File: src/design/fbr_pkg.sv
// Shared types, constants and helpers for the fractional box blur row block.
`default_nettype none

package fbr_pkg;

    // Jobs the front end may queue ahead of the back end
    localparam int QUEUE_DEPTH = 4;

    // Row position counter, saturating
    localparam int         POS_W   = 7;
    localparam logic [6:0] POS_CAP = 7'd127;

    // Effective radius plus one must fit
    localparam int RAD_W = 6;

    // Result formatting
    localparam int          OUT_W      = 15;
    localparam logic [14:0] BLUR_MAX   = 15'h7fff;
    localparam int          OUT_SHIFT  = 24;
    localparam int          ROUND_HALF = 1 << (OUT_SHIFT - 1);

    typedef struct packed {
        logic [4:0]  radius_whole;
        logic [7:0]  radius_fraction;
        logic [16:0] norm_recip;
        logic [14:0] zero_threshold;
    } t_cfg;

    // Classification of one accepted sample
    typedef struct packed {
        logic [POS_W-1:0] pos;          // index of the newest sample in the row
        logic             eor;          // row ends here: flush pending results
        logic             emit_centre;  // a regular result is due
    } t_job;

    typedef enum logic [1:0] {
        REG_RADIUS_WHOLE    = 2'd0,
        REG_RADIUS_FRACTION = 2'd1,
        REG_NORM_RECIP      = 2'd2,
        REG_ZERO_THRESHOLD  = 2'd3
    } t_reg_idx;

    typedef enum logic [2:0] {
        B_IDLE,
        B_START,
        B_SUM,
        B_DRAIN,
        B_MUL,
        B_SCALE
    } t_back_state;

    // Clamp the programmed radius to what the window store holds
    function automatic logic [RAD_W-1:0] eff_radius(input logic [4:0]       rw,
                                                    input logic [RAD_W-1:0] max_r);
        logic [RAD_W-1:0] ext;
        ext = {1'b0, rw};
        return (ext > max_r) ? max_r : ext;
    endfunction

endpackage

`default_nettype wire

File: src/design/fractional_box_blur_row.sv
// Top level of the fractional-radius horizontal box blur: configuration and wiring.
`default_nettype none

// Fractional box blur over one row. Samples (signed Q3.12) arrive one per
// transaction on the slave stream, tlast on the row's final sample. Each
// result is norm_recip times the window sum with inner taps at full weight
// and the two outer taps at radius_fraction, rounded, saturated to 32767 and
// zeroed below zero_threshold; taps outside the row take the nearest edge
// sample. The result for position x leaves once sample x+r+1 is in, and the
// row's last sample flushes the rest, the final one carrying tlast. The
// front end accepts a sample whenever its four-entry job queue has room.
// The back end walks the window one store read per cycle (r the clamped
// whole radius); a sample that yields no result is only taken from the
// queue, and a row end adds up to r+1 further results. The output register
// lets the back end finish the next result while the current one waits.
// Registers sit on an APB port at byte addresses 0, 4, 8 and 12, and should
// be written only while no results are pending.

module fractional_box_blur_row
    import fbr_pkg::*;
#(
    parameter int MAX_RADIUS  = 31,
    parameter int SAMPLE_BITS = 16
) (
    input  wire logic                               i_clk,
    input  wire logic                               i_rst_n,
    // APB configuration
    input  wire logic                               psel,
    input  wire logic                               penable,
    input  wire logic                               pwrite,
    input  wire logic [3:0]                         paddr,
    input  wire logic [31:0]                        pwdata,
    output logic      [31:0]                        prdata,
    output logic                                    pready,
    // Sample stream; tdata: sample
    input  wire logic                               s_axis_tvalid,
    output logic                                    s_axis_tready,
    input  wire logic [((SAMPLE_BITS+7)/8)*8-1:0]   s_axis_tdata,
    input  wire logic                               s_axis_tlast,
    // Result stream; tdata: blurred, then zero padding
    output logic                                    m_axis_tvalid,
    input  wire logic                               m_axis_tready,
    output logic [15:0]                             m_axis_tdata,
    output logic                                    m_axis_tlast
);

    localparam int STORE_DEPTH = 2 * MAX_RADIUS + 3;
    // Deep enough that queued samples never overwrite a window in use
    localparam int MEM_AW      = $clog2(STORE_DEPTH + QUEUE_DEPTH);
    localparam int JOB_W       = $bits(t_job);
    localparam int QW          = MEM_AW + SAMPLE_BITS + JOB_W;

    t_cfg                   r_cfg;
    logic                   w_cfg_wr;

    logic                   w_full;
    logic                   w_empty;
    logic                   w_push;
    logic                   w_pop;
    t_job                   w_job_in;
    logic [MEM_AW-1:0]      w_ptr_in;
    logic [SAMPLE_BITS-1:0] w_edge_in;
    logic [QW-1:0]          w_q_out;
    logic                   w_wr_en;
    logic [MEM_AW-1:0]      w_wr_addr;
    logic [SAMPLE_BITS-1:0] w_wr_data;
    logic [OUT_W-1:0]       w_blurred;
    logic [RAD_W-1:0]       w_radius;

    // Configuration: write on the access phase, pready tied high
    assign pready   = 1'b1;
    assign w_cfg_wr = psel && penable && pwrite;

    always_ff @(posedge i_clk) begin
        if (!i_rst_n) begin
            r_cfg.radius_whole    <= 5'd1;
            r_cfg.radius_fraction <= 8'd0;
            r_cfg.norm_recip      <= 17'd21845;
            r_cfg.zero_threshold  <= 15'd1;
        end else if (w_cfg_wr) begin
            case (t_reg_idx'(paddr[3:2]))
                REG_RADIUS_WHOLE:    r_cfg.radius_whole    <= pwdata[4:0];
                REG_RADIUS_FRACTION: r_cfg.radius_fraction <= pwdata[7:0];
                REG_NORM_RECIP:      r_cfg.norm_recip      <= pwdata[16:0];
                REG_ZERO_THRESHOLD:  r_cfg.zero_threshold  <= pwdata[14:0];
                default:             r_cfg                 <= r_cfg;
            endcase
        end
    end

    always_comb begin
        case (t_reg_idx'(paddr[3:2]))
            REG_RADIUS_WHOLE:    prdata = 32'(r_cfg.radius_whole);
            REG_RADIUS_FRACTION: prdata = 32'(r_cfg.radius_fraction);
            REG_NORM_RECIP:      prdata = 32'(r_cfg.norm_recip);
            REG_ZERO_THRESHOLD:  prdata = 32'(r_cfg.zero_threshold);
            default:             prdata = '0;
        endcase
    end

    // The front end needs the clamped radius to decide whether a result is due
    assign w_radius = eff_radius(r_cfg.radius_whole, RAD_W'(MAX_RADIUS));

    fbr_front #(
        .SAMPLE_BITS (SAMPLE_BITS),
        .MEM_AW      (MEM_AW)
    ) u_front (
        .i_clk        (i_clk),
        .i_rst_n      (i_rst_n),
        .i_radius     (w_radius),
        .i_s_tvalid   (s_axis_tvalid),
        .o_s_tready   (s_axis_tready),
        .i_sample     (s_axis_tdata[SAMPLE_BITS-1:0]),
        .i_eor        (s_axis_tlast),
        .i_queue_full (w_full),
        .o_push       (w_push),
        .o_job        (w_job_in),
        .o_ptr        (w_ptr_in),
        .o_edge       (w_edge_in),
        .o_wr_en      (w_wr_en),
        .o_wr_addr    (w_wr_addr),
        .o_wr_data    (w_wr_data)
    );

    fbr_queue #(
        .W     (QW),
        .DEPTH (QUEUE_DEPTH)
    ) u_queue (
        .i_clk   (i_clk),
        .i_rst_n (i_rst_n),
        .i_push  (w_push),
        .i_data  ({w_ptr_in, w_edge_in, w_job_in}),
        .i_pop   (w_pop),
        .o_data  (w_q_out),
        .o_full  (w_full),
        .o_empty (w_empty)
    );

    fbr_back #(
        .MAX_RADIUS  (MAX_RADIUS),
        .SAMPLE_BITS (SAMPLE_BITS),
        .MEM_AW      (MEM_AW)
    ) u_back (
        .i_clk       (i_clk),
        .i_rst_n     (i_rst_n),
        .i_cfg       (r_cfg),
        .i_wr_en     (w_wr_en),
        .i_wr_addr   (w_wr_addr),
        .i_wr_data   (w_wr_data),
        .i_job_valid (!w_empty),
        .i_job       (t_job'(w_q_out[JOB_W-1:0])),
        .i_job_ptr   (w_q_out[JOB_W+SAMPLE_BITS +: MEM_AW]),
        .i_job_edge  (w_q_out[JOB_W +: SAMPLE_BITS]),
        .o_job_pop   (w_pop),
        .o_m_tvalid  (m_axis_tvalid),
        .i_m_tready  (m_axis_tready),
        .o_blurred   (w_blurred),
        .o_last      (m_axis_tlast)
    );

    assign m_axis_tdata = {1'b0, w_blurred};

endmodule

`default_nettype wire

File: src/design/fbr_queue.sv
// Small register FIFO that parts the front end from the back end.
`default_nettype none

module fbr_queue #(
    parameter int W     = 32,
    parameter int DEPTH = 4
) (
    input  wire logic         i_clk,
    input  wire logic         i_rst_n,
    input  wire logic         i_push,
    input  wire logic [W-1:0] i_data,
    input  wire logic         i_pop,
    output logic      [W-1:0] o_data,
    output logic              o_full,
    output logic              o_empty
);

    localparam int AW = $clog2(DEPTH);

    logic [W-1:0] r_mem [DEPTH];
    logic [AW:0]  r_wr;
    logic [AW:0]  r_rd;

    assign o_empty = (r_wr == r_rd);
    assign o_full  = (r_wr[AW] != r_rd[AW]) && (r_wr[AW-1:0] == r_rd[AW-1:0]);
    assign o_data  = r_mem[r_rd[AW-1:0]];

    always_ff @(posedge i_clk) begin
        if (!i_rst_n) begin
            r_wr <= '0;
            r_rd <= '0;
        end else begin
            if (i_push) begin
                r_wr <= r_wr + 1'b1;
            end
            if (i_pop) begin
                r_rd <= r_rd + 1'b1;
            end
        end
    end

    always_ff @(posedge i_clk) begin
        if (i_push) begin
            r_mem[r_wr[AW-1:0]] <= i_data;
        end
    end

endmodule

`default_nettype wire

File: src/design/fbr_front.sv
// Front end: accepts samples, writes the window store and classifies each sample.
`default_nettype none

module fbr_front
    import fbr_pkg::*;
#(
    parameter int SAMPLE_BITS = 16,
    parameter int MEM_AW      = 7
) (
    input  wire logic                   i_clk,
    input  wire logic                   i_rst_n,
    input  wire logic [RAD_W-1:0]       i_radius,
    input  wire logic                   i_s_tvalid,
    output logic                        o_s_tready,
    input  wire logic [SAMPLE_BITS-1:0] i_sample,
    input  wire logic                   i_eor,
    input  wire logic                   i_queue_full,
    output logic                        o_push,
    output t_job                        o_job,
    output logic [MEM_AW-1:0]           o_ptr,
    output logic [SAMPLE_BITS-1:0]      o_edge,
    output logic                        o_wr_en,
    output logic [MEM_AW-1:0]           o_wr_addr,
    output logic [SAMPLE_BITS-1:0]      o_wr_data
);

    logic [POS_W-1:0]       r_pos;
    logic [SAMPLE_BITS-1:0] r_edge;
    logic [MEM_AW-1:0]      r_wptr;

    logic                   w_accept;
    logic [POS_W-1:0]       w_pos_inc;
    logic [POS_W-1:0]       w_p;
    logic [SAMPLE_BITS-1:0] w_edge;

    assign o_s_tready = !i_queue_full;
    assign w_accept   = i_s_tvalid && !i_queue_full;

    assign w_pos_inc = (r_pos != POS_CAP) ? r_pos + 1'b1 : r_pos;
    assign w_p       = w_pos_inc - 1'b1;
    // Latch the row's first sample as the left edge value
    assign w_edge    = (r_pos == '0) ? i_sample : r_edge;

    always_comb begin
        o_job.pos         = w_p;
        o_job.eor         = i_eor;
        o_job.emit_centre = (w_p >= (POS_W'(i_radius) + 1'b1));
    end

    assign o_push    = w_accept;
    assign o_ptr     = r_wptr;
    assign o_edge    = w_edge;
    assign o_wr_en   = w_accept;
    assign o_wr_addr = r_wptr;
    assign o_wr_data = i_sample;

    always_ff @(posedge i_clk) begin
        if (!i_rst_n) begin
            r_pos  <= '0;
            r_wptr <= '0;
        end else if (w_accept) begin
            r_pos  <= i_eor ? '0 : w_pos_inc;
            r_wptr <= r_wptr + 1'b1;
        end
    end

    always_ff @(posedge i_clk) begin
        if (w_accept) begin
            r_edge <= w_edge;
        end
    end

endmodule

`default_nettype wire

File: src/design/fbr_back.sv
// Back end: window store, tap accumulation, scaling and the output register.
`default_nettype none

module fbr_back
    import fbr_pkg::*;
#(
    parameter int MAX_RADIUS  = 31,
    parameter int SAMPLE_BITS = 16,
    parameter int MEM_AW      = 7
) (
    input  wire logic                   i_clk,
    input  wire logic                   i_rst_n,
    input  wire t_cfg                   i_cfg,
    input  wire logic                   i_wr_en,
    input  wire logic [MEM_AW-1:0]      i_wr_addr,
    input  wire logic [SAMPLE_BITS-1:0] i_wr_data,
    input  wire logic                   i_job_valid,
    input  wire t_job                   i_job,
    input  wire logic [MEM_AW-1:0]      i_job_ptr,
    input  wire logic [SAMPLE_BITS-1:0] i_job_edge,
    output logic                        o_job_pop,
    output logic                        o_m_tvalid,
    input  wire logic                   i_m_tready,
    output logic [OUT_W-1:0]            o_blurred,
    output logic                        o_last
);

    localparam int STORE_DEPTH = 2 * MAX_RADIUS + 3;
    localparam int KW          = $clog2(STORE_DEPTH) + 1;
    localparam int ACC_W       = SAMPLE_BITS + 8 + $clog2(STORE_DEPTH);
    localparam int PW          = ACC_W + 18;
    localparam int VW          = (PW - OUT_SHIFT > OUT_W) ? PW - OUT_SHIFT : OUT_W + 1;
    localparam int MEM_DEPTH   = 1 << MEM_AW;

    t_back_state r_state, n_state;

    // Current job
    logic [MEM_AW-1:0]             r_ptr;
    logic signed [SAMPLE_BITS-1:0] r_edge;
    logic [POS_W-1:0]              r_p;
    logic                          r_eor;
    logic                          r_centre;
    logic [RAD_W-1:0]              r_d;

    // Tap walk
    logic signed [KW-1:0]          r_k;
    logic signed [KW-1:0]          r_k_last;
    logic                          r_first;

    logic [SAMPLE_BITS-1:0]        r_mem [MEM_DEPTH];
    logic signed [SAMPLE_BITS-1:0] r_rd;
    logic                          r_iss_q;
    logic                          r_edge_q;
    logic                          r_outer_q;

    logic signed [ACC_W-1:0]       r_acc;
    logic signed [PW-1:0]          r_prod;

    logic                          r_out_valid;
    logic [OUT_W-1:0]              r_out_data;
    logic                          r_out_last;

    logic [RAD_W-1:0]              w_r;
    logic                          w_has_work;
    logic                          w_out_free;
    logic                          w_row_done;
    logic                          w_pop;
    logic                          w_load_out;
    logic [RAD_W-1:0]              w_flush_d_job;
    logic [RAD_W-1:0]              w_flush_d_reg;
    logic signed [8:0]             w_k_lo;
    logic signed [8:0]             w_k_hi;
    logic [MEM_AW-1:0]             w_rd_addr;
    logic                          w_beyond;
    logic                          w_outer;
    logic signed [SAMPLE_BITS-1:0] w_tap;
    logic signed [SAMPLE_BITS+8:0] w_outer_term;
    logic signed [SAMPLE_BITS+7:0] w_inner_term;
    logic signed [ACC_W-1:0]       w_term;
    logic signed [PW-1:0]          w_round;
    logic [VW-1:0]                 w_v;
    logic [OUT_W-1:0]              w_sat;
    logic [OUT_W-1:0]              w_blur;

    assign w_r        = eff_radius(i_cfg.radius_whole, RAD_W'(MAX_RADIUS));
    assign w_has_work = i_job.emit_centre || i_job.eor;
    assign w_out_free = !r_out_valid || i_m_tready;
    // After the regular result, a row end carries on with the flush
    assign w_row_done = r_centre ? !r_eor : (r_d == '0);

    // Flush starts at the smaller of r and the newest position
    assign w_flush_d_job = (POS_W'(w_r) <= i_job.pos) ? w_r : RAD_W'(i_job.pos);
    assign w_flush_d_reg = (POS_W'(w_r) <= r_p) ? w_r : RAD_W'(r_p);

    assign w_k_lo = $signed({3'b000, r_d}) - $signed({3'b000, w_r}) - 9'sd1;
    assign w_k_hi = $signed({3'b000, r_d}) + $signed({3'b000, w_r}) + 9'sd1;

    // Taps ahead of the newest sample clamp to it; taps behind the row start
    // clamp to the edge sample
    assign w_rd_addr = r_k[KW-1] ? r_ptr : r_ptr - MEM_AW'(r_k[KW-2:0]);
    assign w_beyond  = $signed({2'b00, r_p}) < 9'(r_k);
    assign w_outer   = r_first || (r_k == r_k_last);

    assign w_tap        = r_edge_q ? r_edge : r_rd;
    assign w_outer_term = w_tap * $signed({1'b0, i_cfg.radius_fraction});
    assign w_inner_term = {w_tap, 8'h00};
    assign w_term       = r_outer_q ? ACC_W'(w_outer_term) : ACC_W'(w_inner_term);

    assign w_round = r_prod + PW'(ROUND_HALF);
    assign w_v     = VW'(w_round[PW-1:OUT_SHIFT]);
    assign w_sat   = (w_v > VW'(BLUR_MAX)) ? BLUR_MAX : w_v[OUT_W-1:0];
    assign w_blur  = (r_prod[PW-1] || (w_sat < i_cfg.zero_threshold)) ? '0 : w_sat;

    // Next state
    always_comb begin
        n_state = r_state;
        case (r_state)
            B_IDLE: begin
                if (i_job_valid && w_has_work) begin
                    n_state = B_START;
                end
            end
            B_START: n_state = B_SUM;
            B_SUM: begin
                if (r_k == r_k_last) begin
                    n_state = B_DRAIN;
                end
            end
            B_DRAIN: n_state = B_MUL;
            B_MUL:   n_state = B_SCALE;
            B_SCALE: begin
                if (w_out_free) begin
                    n_state = w_row_done ? B_IDLE : B_START;
                end
            end
            default: n_state = B_IDLE;
        endcase
    end

    // Control outputs
    always_comb begin
        w_pop      = 1'b0;
        w_load_out = 1'b0;
        case (r_state)
            B_IDLE:  w_pop      = i_job_valid;
            B_SCALE: w_load_out = w_out_free;
            default: begin
                w_pop      = 1'b0;
                w_load_out = 1'b0;
            end
        endcase
    end

    assign o_job_pop  = w_pop;
    assign o_m_tvalid = r_out_valid;
    assign o_blurred  = r_out_data;
    assign o_last     = r_out_last;

    always_ff @(posedge i_clk) begin
        if (!i_rst_n) begin
            r_state     <= B_IDLE;
            r_iss_q     <= 1'b0;
            r_out_valid <= 1'b0;
        end else begin
            r_state <= n_state;
            r_iss_q <= (r_state == B_SUM);
            if (w_load_out) begin
                r_out_valid <= 1'b1;
            end else if (i_m_tready) begin
                r_out_valid <= 1'b0;
            end
        end
    end

    always_ff @(posedge i_clk) begin
        if (i_wr_en) begin
            r_mem[i_wr_addr] <= i_wr_data;
        end
        r_rd      <= r_mem[w_rd_addr];
        r_edge_q  <= w_beyond;
        r_outer_q <= w_outer;

        if (w_pop) begin
            r_ptr    <= i_job_ptr;
            r_edge   <= i_job_edge;
            r_p      <= i_job.pos;
            r_eor    <= i_job.eor;
            r_centre <= i_job.emit_centre;
            r_d      <= i_job.emit_centre ? w_r + 1'b1 : w_flush_d_job;
        end

        if (r_state == B_START) begin
            r_k      <= KW'(w_k_lo);
            r_k_last <= KW'(w_k_hi);
            r_first  <= 1'b1;
        end else if (r_state == B_SUM) begin
            r_k     <= r_k + KW'(1);
            r_first <= 1'b0;
        end

        if (r_state == B_START) begin
            r_acc <= '0;
        end else if (r_iss_q) begin
            r_acc <= r_acc + w_term;
        end

        if (r_state == B_MUL) begin
            r_prod <= PW'(r_acc) * PW'($signed({1'b0, i_cfg.norm_recip}));
        end

        if (w_load_out) begin
            r_out_data <= w_blur;
            r_out_last <= !r_centre && (r_d == '0);
            // Advance to the next window centre of this job
            if (r_centre) begin
                r_centre <= 1'b0;
                r_d      <= w_flush_d_reg;
            end else begin
                r_d <= r_d - 1'b1;
            end
        end
    end

    a_mul_after_drain: assert property (@(posedge i_clk) disable iff (!i_rst_n)
        (r_state == B_MUL) |-> ($past(r_state) == B_DRAIN))
        else $error("multiply entered without the accumulator drained");

    a_acc_from_sum: assert property (@(posedge i_clk) disable iff (!i_rst_n)
        r_iss_q |-> ($past(r_state) == B_SUM))
        else $error("accumulate without a tap issued");

    a_tap_in_window: assert property (@(posedge i_clk) disable iff (!i_rst_n)
        (r_state == B_SUM) |-> (r_k <= r_k_last))
        else $error("tap index ran past the window");

endmodule

`default_nettype wire
File: config.mk
export PLATFORM = sky130hd
export DESIGN_NAME = fractional_box_blur_row
export DESIGN_NICKNAME = d
export VERILOG_FILES = /design/src/design/fbr_pkg.sv /design/src/design/fractional_box_blur_row.sv /design/src/design/fbr_queue.sv /design/src/design/fbr_front.sv /design/src/design/fbr_back.sv
export SDC_FILE = /design/constraint.sdc
export NUM_CORES = 2
export LEC_CHECK = 0
export BUFFER_PORTS_ARGS = -buffer_cell sky130_fd_sc_hd__buf_2
export CAP_MARGIN = 20
export CORE_MARGIN = 4
export CORE_UTILIZATION = 50
export DETAILED_ROUTE_END_ITERATION = 12
export GPL_TIMING_DRIVEN = 0
export PLACE_DENSITY = 0.65
export SLEW_MARGIN = 40
export SYNTH_ARGS = -nofsm -noshare
export SYNTH_HDL_FRONTEND = slang
export SYNTH_SLANG_ARGS = --single-unit
File: constraint.sdc
create_clock -name i_clk -period 10.1 [get_ports i_clk]
set_input_delay 1.01 -clock i_clk [delete_from_list [all_inputs] [get_ports i_clk]]
set_output_delay 1.01 -clock i_clk [all_outputs]
set_load 0.01 [all_outputs]
==> run metrics <==
status=finished, final reports clean; total clock buffers created by CTS=236; average detailed-routed wire length per instance=27.03 µm; dominant cell by count in the synthesized netlist=edfxtp_1; First-pass DRT Iterations=6; TritonCTS clock tree=built; leading cell types by count after synthesis=edfxtp_1 (2287), inv_1 (810), nand2_1 (747), fa_1 (610), mux4_2 (549); number of cell rows=179; vias per std cell=~5.8; die area=between 200000 and 250000 µm²; Worst Setup Start Kind=flip-flop; CTS root buf=clkbuf_16; number of nets with antenna violations after detailed routing=0; minimum clock period=8.721 ns; number of pins with negative max-slew slack in the final report=0; Initial Util=around 50%; clock edge transition at the registers on the reported setup and hold paths=around 0.06 ns; final setup skew=0.1006 ns; synthesis warning total=0; summed instance area of the synthesized netlist=119500 µm²; area overhead of the layout relative to synthesis=12.55%; post-synthesis area per instance=about 15 µm²; leading cell types by total area after synthesis=edfxtp_1 (57%), mux4_2 (10%), fa_1 (10%), ha_1 (2.8%), inv_1 (2.5%); source-to-sink clock delay at the later pin of the worst-skew pair=0.91 ns; Final Hold Violating Endpoints=0; Max stage delay cell, worst path=buf_1; crit-path max FO=10; IO Port Bufs=76; initial DRC count=7012; setup fix buffers added after clock tree synthesis=0; layout filler cell count=roughly 18000; Critical Path Max Stage Delay=a little under 0.7 ns; primary flip-flop cell chosen by synthesis mapping=edfxtp_1; hold bufs inserted after CTS=0; number of vias after detailed routing=67210; Worst setup EP type=flip-flop; post-layout net count=9053; gp weighted congestion=1.007; total global routing track utilization=about a quarter; transition time of the tightest slew-check pin=0.9021 ns; achievable frequency=114.7 MHz; Data arrival, critical path=9.42 ns; die boundary width=496.9 µm; library cell with the largest summed area after synthesis=edfxtp_1; Finished Core Util=56.55%; instance count of the mapped netlist=between 7000 and 8000; share of cells above drive strength 1=16.74%; Rel. slew slack=39.86%; Hold/Removal Path Class=input port to flip-flop; proportion of register bits with asynchronous set or reset after synthesis=0%; # Max-Cap Violations=0; multi-input combinational cell area=44640 µm²; placed instance area=126600 µm²; core outline area=237900 µm²; detailed-placement wirelength estimate=between 200000 and 250000 µm; period utilization=86.34%; unrepaired setup endpoints after global routing=false; chip height=about 500 µm; Sum Neg Setup Slack=0 ns; Final setup violation count=0; total number of clock tree sinks=roughly 2400; total wire length after detailed routing=just over 300000 µm; number of H-tree branching levels=4; Yosys top cell area share=57.46%; final non-filler cell area=roughly 130000 µm²; global-route wire length before repair=460500 µm; number of synthesized flops with an enable pin=~2300; critical path's most frequent cell=fa_1; flip-flop and latch count after synthesis=2410; Data required, critical path=10.80 ns; share of synthesized area occupied by flip-flops and latches=59.52%; total congestion overflow after global routing=0; path type of the worst setup path=flip-flop to flip-flop; Seq. cell area=71140 µm²; Clock Path Buffers=3; IO Count=around 110; Min Hold Slack=about 0.45 ns; final routed DRC violation total=0; Netlist cell types=71; vias in the first global route=slightly below 70000; CTS resizes=0; antenna violations before repair=15; maximum number of pins on one net before global-route repair=97
[cells in the final DEF, fill, tap and decap left out, types with 20 or more instances in the layout]
| cell | synthesis | final |
|---|---|---|
| and3_1 | 25 | 21 |
| clkbuf_2 | 0 | 33 |
| nand2_1 | 747 | 743 |
| buf_16 | 0 | 32 |
| a21oi_1 | 140 | 139 |
| nand3_1 | 72 | 65 |
| dfxtp_1 | 123 | 123 |
| xor2_1 | 61 | 60 |
| edfxtp_1 | 2287 | 2287 |
| mux2_2 | 36 | 36 |
| nor2_4 | 0 | 129 |
| o21ai_0 | 65 | 64 |
| a211oi_1 | 194 | 193 |
| a21boi_0 | 33 | 33 |
| buf_1 | 30 | 26 |
| clkbuf_1 | 279 | 308 |
| mux4_2 | 549 | 549 |
| a31oi_1 | 60 | 60 |
| buf_4 | 24 | 38 |
| nor2_1 | 273 | 144 |
| inv_1 | 810 | 810 |
| bufinv_16 | 0 | 23 |
| o21a_1 | 20 | 20 |
| and2_1 | 271 | 271 |
| buf_8 | 0 | 36 |
| clkinv_2 | 0 | 39 |
| nor3_1 | 33 | 33 |
| clkbuf_16 | 0 | 239 |
| buf_2 | 71 | 143 |
| ha_1 | 264 | 264 |
| buf_6 | 20 | 24 |
| clkinv_1 | 1 | 45 |
| fa_1 | 610 | 610 |
| mux2i_1 | 180 | 177 |
| xnor2_1 | 87 | 87 |
| a21o_1 | 65 | 65 |
| nor2b_1 | 100 | 100 |
[metal layers]
layer / vias to the layer above / wire [µm] / track usage (%)
li1: 28820 / - / -
met1: 35240 / 123800 / 34.59
met2: 2636 / 150800 / 41.33
met3: 514 / 22900 / 3.801
met4: 2 / 13140 / 9.284
met5: - / 7 / 0
[sequential cells by signal, summed over array words and instances (netlist names), 3 cells and up, named ones only]
| register | count |
|---|---|
| u_queue.r_wr | 3 |
| u_back.r_rd | 16 |
| u_back.r_edge | 16 |
| u_back.o_blurred | 15 |
| r_cfg | 45 |
| u_back.r_k_last | 8 |
| u_back.r_state | 3 |
| u_front.r_pos | 7 |
| u_back.r_prod | 26 |
| u_front.r_edge | 16 |
| u_queue.r_mem | 128 |
| u_front.o_ptr | 7 |
| u_queue.r_rd | 3 |
| u_back.r_mem | 2048 |
| u_back.r_ptr | 7 |
| u_back.r_d | 6 |
| u_back.r_p | 7 |
| u_back.r_k | 8 |
| u_back.r_acc | 31 |
[metrics by stage]
stage / std cells / worst slack [ns]
final: 11490 / 1.379
after detailed placement: 11050 / 1.491
after global routing: 11490 / 0.9224
after floorplan: 7728 / 2.785
after global placement: 10970 / 1.401
after CTS: 11490 / 1.497
[cells by family after synthesis]
family                   Yosys count  synth area share (%)
buffers and inverters           1235                 4.154
XOR/XNOR                         148                 1.085
flip-flops                      2410                 59.52
multiplexers                     766                 12.20
AO/OA/AOI/OAI                    677                 3.870
adder cells (fa/ha/maj)          874                 12.98
AND/OR/NAND/NOR                 1600                 6.176
other                              2              0.006284
[area by class of cell]
class | count | share of cell area (%)
Sequential cell | 2410 | 52.89
Antenna cell | 6 | 0.01116
Clock buffer | 307 | 4.673
Timing Repair Buffer | 153 | 1.418
Multi-Input combinational cell | 4083 | 33.19
Tap cell | 3167 | 2.946
Clock inverter | 132 | 1.152
Inverter | 811 | 2.263
Buffer | 424 | 1.463
[worst max-delay path, delay by kind of cell, from the launching register on]
| kind | cells | cell delay [ns] |
|---|---|---|
| AOI/OAI and AO/OA | 13 | 2.84 |
| adders and majority gates | 6 | 2.72 |
| buffers and inverters | 5 | 1.28 |
| muxes | 2 | 0.65 |
| and+or+nand+nor | 6 | 0.61 |
| DFF | 1 | 0.31 |
| xor gates and xnor gates | 1 | 0.16 |
[worst paths after layout]
check | depth (start not counted) | slack [ns] | endpoint | from
max reg2reg | 33 | 1.38 | u_back.r_acc[30]$_SDFFE_PP0P_ | u_back.r_edge_q$_DFF_P_
min | 1 | 0.45 | u_queue.r_mem[0][1]$_DFFE_PP_ | s_axis_tlast
min reg2reg | 1 | 0.48 | u_back.r_outer_q$_DFF_P_ | u_back.r_first$_SDFFE_PP1P_
max | 33 | 1.38 | u_back.r_acc[30]$_SDFFE_PP0P_ | u_back.r_edge_q$_DFF_P_
Power is left out: the tool's default activity adds up to more than one toggle a clock period on the data nets, which glitch-free logic cannot reach.
